## config.mk

```make
export PLATFORM = sky130hd
export DESIGN_NAME = encoder_frame_unwrapper
export DESIGN_NICKNAME = d
export VERILOG_FILES = /design/src/hw/rtl/efu_pkg.sv /design/src/hw/rtl/efu_unwrap.sv /design/src/hw/rtl/encoder_frame_unwrapper.sv
export SDC_FILE = /design/constraint.sdc
export NUM_CORES = 1
export LEC_CHECK = 0
export BUFFER_PORTS_ARGS = -buffer_cell sky130_fd_sc_hd__buf_4
export CAP_MARGIN = 20
export CORE_MARGIN = 5
export CORE_UTILIZATION = 56
export DETAILED_ROUTE_END_ITERATION = 10
export PLACE_DENSITY = 0.83
export SYNTH_ARGS = -nofsm -noshare
export SYNTH_HDL_FRONTEND = slang
export SYNTH_SLANG_ARGS = --single-unit
```

## constraint.sdc

```tcl
create_clock -name clock -period 11.3 [get_ports clock]
set_input_delay 0.565 -clock clock [delete_from_list [all_inputs] [get_ports clock]]
set_output_delay 0.565 -clock clock [all_outputs]
set_load 0.005 [all_outputs]
```

## src/hw/rtl/efu_pkg.sv

```systemverilog
// efu_pkg: shared types and constants for the encoder frame unwrapper
// frame header codes, axis codes, unwrap thresholds and the unwrap result struct
// no dependencies
package efu_pkg;

   // frame header codes
   localparam logic [7:0] HDR_YAW   = 8'hB4;
   localparam logic [7:0] HDR_PITCH = 8'hB2;
   localparam logic [7:0] HDR_THIRD = 8'hB1;

   // unwrap thresholds
   localparam int JUMP_LIMIT  = 15000;
   localparam int TURN_SPAN   = 32767;
   localparam int HALF_WINDOW = 16384;

   typedef enum logic [1:0] {
      AXIS_NONE  = 2'd0,
      AXIS_YAW   = 2'd1,
      AXIS_PITCH = 2'd2,
      AXIS_THIRD = 2'd3
   } efu_axis_type;

   // one axis update: new raw position and accumulator before folding
   typedef struct packed {
      logic signed [15:0] last;
      logic signed [31:0] acc;
   } efu_unwrap_type;

endpackage

```

## src/hw/rtl/efu_unwrap.sv

```systemverilog
// efu_unwrap: one multi-turn unwrap step for a single axis
// takes the stored raw position and accumulator, returns their next values
// depends on efu_pkg
module efu_unwrap
   import efu_pkg::*;
(
   input  logic signed [15:0] last,
   input  logic signed [15:0] pos,
   input  logic               ok,
   input  logic signed [31:0] acc,
   output efu_unwrap_type     nxt
);

   logic signed [15:0] raw;
   logic signed [16:0] delta;
   logic signed [16:0] step;

   always_comb begin
      // a bad frame repeats the last position, so the delta is zero
      raw   = ok ? pos : last;
      delta = 17'(raw) - 17'(last);
      if (delta > 17'sd15000) begin
         step = delta - 17'(TURN_SPAN);
      end else if (delta < -17'sd15000) begin
         step = delta + 17'(TURN_SPAN);
      end else begin
         step = delta;
      end
      nxt.last = raw;
      nxt.acc  = acc + 32'(step);
   end

endmodule

```

## src/hw/rtl/encoder_frame_unwrapper.sv

```systemverilog
// encoder_frame_unwrapper: checks 4-byte encoder frames and keeps per-axis positions
// the result beat is registered: it is valid in the cycle after the frame beat is accepted
// throughput: one frame per cycle while no result beat is stalled; the whole update is a single registered pass
// reset (synchronous, active high) clears all positions, accumulators and the yaw center register
// depends on efu_pkg and efu_unwrap
module encoder_frame_unwrapper
   import efu_pkg::*;
(
   input  logic               clock,
   input  logic               reset,
   // configuration
   input  logic               csr_wr_en,
   input  logic signed [15:0] csr_wr_data,
   // frame beats
   input  logic               req_valid,
   output logic               req_stall,
   input  logic [7:0]         req_header_byte,
   input  logic [7:0]         req_pos_high,
   input  logic [7:0]         req_pos_low,
   input  logic [7:0]         req_check_byte,
   // result beats
   output logic               rsp_valid,
   input  logic               rsp_stall,
   output logic [1:0]         rsp_axis,
   output logic               rsp_check_ok,
   output logic signed [31:0] rsp_yaw_total,
   output logic signed [15:0] rsp_pitch_angle,
   output logic signed [31:0] rsp_third_total
);

   // configuration register
   logic signed [15:0] center_ff;

   // axis state; raw and previous position are always equal between frames,
   // so one register per axis holds both
   logic signed [15:0] yaw_last_ff,   yaw_last_in;
   logic signed [31:0] yaw_acc_ff,    yaw_acc_in;
   logic               yaw_seen_ff,   yaw_seen_in;
   logic signed [15:0] pitch_ff,      pitch_in;
   logic signed [15:0] third_last_ff, third_last_in;
   logic signed [31:0] third_acc_ff,  third_acc_in;

   // result register
   logic               rsp_valid_ff,  rsp_valid_in;
   efu_axis_type       axis_ff,       axis_in;
   logic               check_ok_ff,   check_ok_in;

   logic               accept;
   logic               ok;
   logic signed [15:0] pos;
   efu_unwrap_type     yaw_nxt;
   efu_unwrap_type     third_nxt;
   logic signed [31:0] win_hi;
   logic signed [31:0] win_lo;

   // the result register frees up when its beat is taken, so a new frame can
   // enter in the same cycle
   assign req_stall = rsp_valid_ff & rsp_stall;
   assign accept    = req_valid & ~req_stall;

   // frame fields
   assign ok  = (req_header_byte + req_pos_high + req_pos_low) == req_check_byte;
   assign pos = {req_pos_high, req_pos_low};

   efu_unwrap u_yaw (
      .last (yaw_last_ff),
      .pos  (pos),
      .ok   (ok),
      .acc  (yaw_acc_ff),
      .nxt  (yaw_nxt)
   );

   efu_unwrap u_third (
      .last (third_last_ff),
      .pos  (pos),
      .ok   (ok),
      .acc  (third_acc_ff),
      .nxt  (third_nxt)
   );

   // yaw folding window bounds
   assign win_hi = 32'(center_ff) + 32'(HALF_WINDOW);
   assign win_lo = 32'(center_ff) - 32'(HALF_WINDOW);

   always_comb begin
      yaw_last_in   = yaw_last_ff;
      yaw_acc_in    = yaw_acc_ff;
      yaw_seen_in   = yaw_seen_ff;
      pitch_in      = pitch_ff;
      third_last_in = third_last_ff;
      third_acc_in  = third_acc_ff;
      axis_in       = axis_ff;
      check_ok_in   = check_ok_ff;
      rsp_valid_in  = rsp_valid_ff & rsp_stall;

      if (accept) begin
         rsp_valid_in = 1'b1;
         check_ok_in  = ok;
         unique case (req_header_byte)
            HDR_YAW: begin
               axis_in     = AXIS_YAW;
               yaw_last_in = yaw_nxt.last;
               // fold back into center +/- half window
               if (yaw_nxt.acc >= win_hi) begin
                  yaw_acc_in = yaw_nxt.acc - 32'(TURN_SPAN);
               end else if (yaw_nxt.acc <= win_lo) begin
                  yaw_acc_in = yaw_nxt.acc + 32'(TURN_SPAN);
               end else begin
                  yaw_acc_in = yaw_nxt.acc;
               end
               // first yaw frame while the stored position is still zero
               // loads the accumulator directly
               if (yaw_last_ff == 16'sd0 && !yaw_seen_ff) begin
                  yaw_acc_in = 32'(yaw_nxt.last);
               end
               yaw_seen_in = 1'b1;
            end
            HDR_PITCH: begin
               axis_in = AXIS_PITCH;
               if (ok) begin
                  pitch_in = pos;
               end
            end
            HDR_THIRD: begin
               axis_in       = AXIS_THIRD;
               third_last_in = third_nxt.last;
               third_acc_in  = third_nxt.acc;
            end
            default: begin
               // unknown header: state holds
               axis_in = AXIS_NONE;
            end
         endcase
      end
   end

   always_ff @(posedge clock) begin
      if (reset) begin
         center_ff     <= '0;
         yaw_last_ff   <= '0;
         yaw_acc_ff    <= '0;
         yaw_seen_ff   <= 1'b0;
         pitch_ff      <= '0;
         third_last_ff <= '0;
         third_acc_ff  <= '0;
         rsp_valid_ff  <= 1'b0;
         axis_ff       <= AXIS_NONE;
         check_ok_ff   <= 1'b0;
      end else begin
         if (csr_wr_en) begin
            center_ff <= csr_wr_data;
         end
         yaw_last_ff   <= yaw_last_in;
         yaw_acc_ff    <= yaw_acc_in;
         yaw_seen_ff   <= yaw_seen_in;
         pitch_ff      <= pitch_in;
         third_last_ff <= third_last_in;
         third_acc_ff  <= third_acc_in;
         rsp_valid_ff  <= rsp_valid_in;
         axis_ff       <= axis_in;
         check_ok_ff   <= check_ok_in;
      end
   end

   // positions come straight from the state: it only moves when a frame is
   // accepted, which cannot happen while a result beat is stalled
   assign rsp_valid       = rsp_valid_ff;
   assign rsp_axis        = axis_ff;
   assign rsp_check_ok    = check_ok_ff;
   assign rsp_yaw_total   = yaw_acc_ff;
   assign rsp_pitch_angle = pitch_ff;
   assign rsp_third_total = third_acc_ff;

endmodule

```

==> impl_results.md, run 1 <==
- Gr usage total: 29.76%
- Ys Warns: 0
- Sequential cell area: approximately 2700 um^2
- Crit-path leading delay family: compound AO/OA/AOI/OAI gates
- DIE HEIGHT: 170 um
- RePlAce Congestion: 0.9957
- ANT nets after route: 0
- Cell mode on critical path: a21o_1
- Status: completed
- CTS root buf: clkbuf_16
- Seq cells post-synth: 133
- Placed cells: 2435
- HP Start: req_valid
- Antenna Cells: 0
- F_max: a little over 90 MHz
- Post-Syn Area: 14340 um^2
- Synth area leader: dfxtp_1
- Prevailing post-synth register cell: dfxtp_1
- CP Max Fanout: 10
- EDFF count, synth: 0
- Die area: 28900 um^2
- Buf/Inv on CP: 5
- Area of the multi-input gates: 11290 um^2
- Tot Pwr: 2.740 mW
- Post-synth top area share: a little under a fifth
- Vias in the first global route: 14540
- Synth area leaders: dfxtp_1, ha_1, a21oi_1
- Vias per cell: 6.228
- CTS tree: built
- Clock-pin slew on the worst setup and hold paths: 70 ps
- Area of the core: 25180 um^2
- H-Tree Depth: 4
- Clock Path Buffers: 2
- Largest net degree at the start of global routing: 83
- Global-route wire length before repair: between 70 and 80 mm
- Final-report setup violation count: 0
- Row cnt: 58
- Cell count after synthesis: 1880
- CTS Sinks: between 100 and 150
- Hold Path Class: input pin to register
- Sequential share of the synthesized area: 18.57%
- Via count: 15450
- Initial Util: a little under three fifths
- HPWL after detailed placement: 35.00 mm
- Nets: around 2400
- Worst Setup End Kind: register
- R2r worst-path depth: 40
- Clock Latency Late Sink: about 440 ps
- Max Cap Viol: 0
- Layout area overhead: 23.24%
- DR DRC count: 0
- Power per cell area: 155.1 nW/um^2
- Drt pass-1 iters: 6
- Port-buffer cells: 137
- Maximum vdd drop: roughly 0.15 mV
- Synth unique cells: 107
- Gr ovfl total: 0
- Share of cells above drive strength 1: 20.27%
- Syn Nets: 2103
- Crit path kind: input pin to register
- Lkg Pwr: 8.013 nW
- Clock Skew: 15.90 ps
- Cts bufs inserted: 17
- Setup TNS: 0 ps
- End of the worst register-to-register path: rsp_yaw_total[14]
- Critical Path Start Type: input pin
- IO Pins: 138
- Final instance area: between 15000 and 20000 um^2
- Wire per inst: 18.22 um
- Area after DPL: 16670 um^2
- Worst slew pin tran: ~1100 ps
- Tmin final: between 10000 and 15000 ps
- Total Wirelength: 45.19 mm
- Post-route clock period utilization: 97.10%
- RR Startpoint: yaw_last_ff[0]
- Crit-path slowest cell: or4_1
- Asr flop ratio synth: 0%
- Final Max Slew Viols: 0
- Crit path largest cell delay: 510 ps
- DR iter-0 viols: 1545
- Hold depth: 3
- Hold Fails Final Rpt: 0
- Endpoint, Worst Hold: rsp_valid
- Die Wd: 170 um
- CTS Hold Buffers Added: 0
- Final non-filler cell total: 2481
- Worst EP arrival: 11260 ps
- R2R setup slack: 2340 ps
- Max_slew headroom: 26.46%
- Worst path required time: 11580 ps
- Syn Area/Cell: 7.626 um^2
- Initial antenna violation count: 0
- # fillers: 1986
tightest hold or removal path: stages:
cell and delay, ps:
buf_4 80, nor2_1 40, nor2_1 70
layout make-up:
cell class	instances	share of cell area, %
clock buffers	19	2.564
inverters	113	2.401
repair buffers	304	13.10
clock inverters	13	0.6090
flip-flops and latches	133	15.07
multi-input cells	1569	63.92
well taps	330	2.337
placed cells by master (no fill, tap or decap), types with 12 or more instances in the layout:
master / n
a21o_1: 43
nand4_1: 21
and2_1: 21
o21a_1: 25
a211oi_1: 53
nor2b_1: 20
nor3_1: 44
a31oi_1: 16
and3_1: 22
nor4_1: 16
mux2i_1: 41
a21oi_2: 12
o211ai_1: 14
and4_1: 12
xnor2_1: 85
nand3_1: 33
or3_1: 28
ha_1: 149
nand2b_1: 15
buf_4: 300
fa_1: 12
dfxtp_1: 133
o21ai_1: 25
xor2_1: 45
nor2_1: 191
a21oi_1: 155
clkbuf_16: 17
inv_1: 112
nand2_1: 142
o21ai_0: 91
worst max path at each step:
| stage | startpoint | cells after the start | to | slack, ps |
|---|---|---|---|---|
| final | req_header_byte[1] | 50 | rsp_yaw_total[14] | 330 |
| after global routing | req_header_byte[1] | 51 | rsp_yaw_total[29] | -100 |
| after CTS | req_header_byte[1] | 51 | rsp_yaw_total[31] | 170 |
| after detailed placement | req_header_byte[1] | 49 | rsp_yaw_total[31] | -200 |
| after global placement | req_header_byte[1] | 47 | rsp_yaw_total[29] | 7 |
| after floorplan | req_header_byte[1] | 50 | rsp_yaw_total[19] | 100 |
synth_stat cells, drive strengths merged (5+ instances only):
| cell type | n |
|---|---|
| a22oi | 12 |
| nor3b | 10 |
| nor3 | 45 |
| a2111oi | 8 |
| nand4b | 6 |
| nor2 | 193 |
| nand2b | 16 |
| nand2 | 148 |
| ha | 158 |
| a31oi | 20 |
| inv | 113 |
| a32oi | 5 |
| dfxtp | 133 |
| nor4 | 17 |
| o32ai | 7 |
| xor2 | 47 |
| o211ai | 15 |
| o21ai | 120 |
| and3 | 23 |
| a21o | 43 |
| or3 | 29 |
| a21boi | 5 |
| buf | 16 |
| o21bai | 11 |
| nor2b | 20 |
| xnor2 | 90 |
| or4 | 5 |
| o31ai | 13 |
| a211oi | 58 |
| o21a | 26 |
| clkbuf | 49 |
| and2 | 22 |
| fa | 12 |
| nor4b | 5 |
| or2 | 9 |
| o2111ai | 5 |
| nand4 | 21 |
| a21oi | 168 |
| a211o | 5 |
| o22ai | 13 |
| mux2i | 45 |
| and4 | 12 |
| nand3 | 34 |
| o31a | 5 |
layer usage:
metal / global-route usage (%) / share of wire (%) / up-vias
li1: - / - / 7410
met1: 39.75 / 43 / 7229
met2: 49.23 / 47 / 702
met3: 5.319 / 7.8 / 111
met4: 9.028 / 2.6 / 0
met5: 0 / 0 / -
timing repair:
| action | CTS | global route |
|---|---|---|
| endpoints found under the setup margin | 0 | 32 |
| buffers inserted | 0 | 14 |
| gates resized for setup | 0 | 75 |
sequential cells by signal, summed over array words and instances, names as in the netlist:
signal	count
third_last_ff	16
rsp_yaw_total	32
yaw_last_ff	16
rsp_pitch_angle	16
rsp_check_ok	1
yaw_seen_ff	1
center_ff	16
rsp_third_total	32
rsp_valid	1
rsp_axis	2
kinds of logic (layout without fill, tap and decap cells):
kind of cell	Yosys count	in the layout	share of synthesized area, %
xor+xnor	137	137	8.579
simple gates	622	622	21.38
fa+ha+maj	170	170	15.47
flops	133	133	18.57
mux	49	49	3.456
buf+inv	178	449	4.748
compound gates	591	591	27.80
power by group:
group	internal (mW)	leakage [nW]	switching (mW)
registers	0.473	1.07	0.00271
clock network	0.312	0.271	0.230
logic	0.751	6.67	0.971
through the flow:
step	setup slack, ps	hold slack, ps	util (%)
5_1_grt	-97.17	364.4	70.16
6_report	327.7	346.2	70.16
3_3_place_gp	6.795	441.5	66.21
2_1_floorplan	103.8	441.2	-
3_5_place_dp	-201.0	465.1	66.21
4_1_cts	174.3	350.7	68.43
(Power assumes the default switching activity.)
==> run 2: changes to the inputs <==
Settings changed: RECOVER_POWER from default to 100.
==> run 2 against run 1 <==
Net effect:
- the flow now finishes with violations (capacitance limit, slew limit)
- cell count unchanged
- fmax decreased by 0.68%
- register-to-register slack got worse by 80 ps
- sequential cell count unchanged
- total power increased by 0.19%
- sequential share of layout area increased by 0.11 points
- critical path type unchanged
- critical endpoint unchanged
- largest power group unchanged
- highest routed layer unchanged
==> impl_results.md, run 2 (synthesized netlist as in run 1, its figures left out) <==
- Crit path largest cell delay: approximately 500 ps
- CTS root buf: clkbuf_16
- Area of the multi-input gates: 11290 um^2
- Die area: 28900 um^2
- Switching Fraction: 44.04%
- Crit path kind: input pin to register
- R2r worst-path depth: 40
- Initial Util: a little under three fifths
- Cts bufs inserted: 17
- Initial antenna violation count: 0
- P_int: 1.536 mW
- Global-route wire length before repair: ~72 mm
- Top sig layer: met4
- Worst EP arrival: roughly 11000 ps
- Clock Path Buffers: 2
- CP Max Fanout: 10
- Total Wirelength: approximately 45 mm
- DIE HEIGHT: approximately 170 um
- Worst Setup End Kind: register
- Most frequent cells in the layout: buf_4, nor2_1, a21oi_1
- Cell mode on critical path: a21o_1
- Failing checks: capacitance limit, slew limit
- Worst slew pin tran: 1924 ps
- CTS Sinks: 133
- Met3 Wirelength: 3.521 mm
- Largest net degree at the start of global routing: 83
- Drt pass-1 iters: 6
- Layout area overhead: 22.32%
- Share of cells above drive strength 1: 18.69%
- Nets: 2361
- Max Cap Viol: 1
- H-Tree Depth: 4
- Area after DPL: 16670 um^2
- DR iter-0 viols: 1588
- Setup crit start: req_header_byte[1]
- IO Pins: 138
- RR Startpoint: yaw_last_ff[0]
- Area of the core: 25180 um^2
- HPWL after detailed placement: roughly 35 mm
- RePlAce Congestion: 0.9957
- Vias per cell: about 6.2
- NetSw: 1.209 mW
- Die Wd: 170 um
- Final instance area: between 15000 and 20000 um^2
- Critical Path Start Type: input pin
- Lkg Pwr: ~7.8 nW
- CTS Hold Buffers Added: 0
- Wire per inst: 18.23 um
- Tmin final: 11050 ps
- Worst path required time: 11590 ps
- Row cnt: 58
- HP Start: req_valid
- Status: finished, violations left
- Antenna Cells: 0
- Clock share of power: 19.8%
- WL met1: 19.56 mm
- ANT nets after route: 0
- F_max: 90.52 MHz
- Post-route clock period utilization: 97.76%
- Max_slew headroom: -28.29%
- Vias in the first global route: between 10000 and 15000
- # fillers: 2019
- CTS tree: built
- Hold Path Class: input pin to register
- Part of the power in combinational logic: between 60% and 70%
- Clock Latency Late Sink: approximately 440 ps
- Hold depth: 3
- Via count: 15430
- Gr ovfl total: 0
- Tot Pwr: 2.745 mW
- Final-report setup violation count: 0
- Leading cell type in the layout, fill and taps excluded: buf_4
- Hold Fails Final Rpt: 0
- Clock-pin slew on the worst setup and hold paths: 60 ps
- Sequential cell area: between 2000 and 3000 um^2
- Gr usage total: slightly below 30%
- Crit-path slowest cell: or4_1
- Seq pwr share: 17.3%
- Maximum vdd drop: 0.1503 mV
- Met2 Wirelength: between 20 and 25 mm
- DR DRC count: 0
- Power per cell area: 156.5 nW/um^2
- Port-buffer cells: about 140
- Final Max Slew Viols: 42
- Clock Skew: 16.21 ps
==> run 2: cell types whose count changed in the layout (fill, tap and decap cells not counted) <==
cell      change
or2_0         +1
and2_0        +1
buf_4        -90
o41ai_1       +1
and2_1        -1
clkbuf_4     +57
clkbuf_1     +33
or2_1         -1
o41ai_2       -1
o21ai_0       +4
o21ai_1       -4
==> run 2: what timing repair did <==
action	4_1_cts	5_1_grt
setup buffers	0	14
setup endpoints to repair	0	32
resized for setup	0	75
hold endpoints to repair	0	0
==> run 2: per-layer routing <==
metal	vias to the layer above	global-route usage (%)
li1	7415	-
met1	7216	39.75
met2	691	49.23
met3	107	5.319
met4	0	9.028
met5	-	0
==> run 2: through the flow <==
stage               util (%)  hold WS [ps]  setup slack (ps)  instances  setup TNS (ps)
global placement       66.21         441.5             6.795       2435               0
CTS                    68.43         350.7             174.3       2467               0
floorplan                  -         441.2             103.8       1880               0
finish                 69.64         345.5             253.0       2481               0
global route           69.64         364.4            -97.17       2481          -514.1
detailed placement     66.21         465.1            -201.0       2435           -3419
==> run 2: layout make-up <==
cell class                 instances  share of cell area [%]
clock buffer                      19                   2.583
clock inverter                    13                  0.6136
sequential                       133                   15.18
multi-input combinational       1569                   64.35
tap                              330                   2.354
timing repair buffer             304                   12.49
inverter                         113                   2.419
==> run 2: power by group through the flow <==
stage | Combinational [mW] | Clock (mW) | Sequential [mW]
after floorplan | 1.13 | 0 | 0.485
after global placement | 1.59 | 0 | 0.486
after detailed placement | 1.62 | 0 | 0.486
after CTS | 1.64 | 0.540 | 0.476
after global routing | 1.88 | 0.560 | 0.476
final | 1.73 | 0.543 | 0.476
==> run 2: path summary, 6_finish.rpt <==
check                         to  slack, ps
max reg2reg    rsp_yaw_total[14]       2260
min                    rsp_valid        350
max            rsp_yaw_total[14]        250
min reg2reg  rsp_third_total[26]        470
==> run 2: critical path, delay by kind of cell <==
family	cells	cell delay (ps)
XOR/XNOR	6	970
AND/OR/NAND/NOR	10	2930
AO/OA/AOI/OAI	23	4330
adder cells (fa/ha/maj)	6	1860
buffers and inverters	5	640
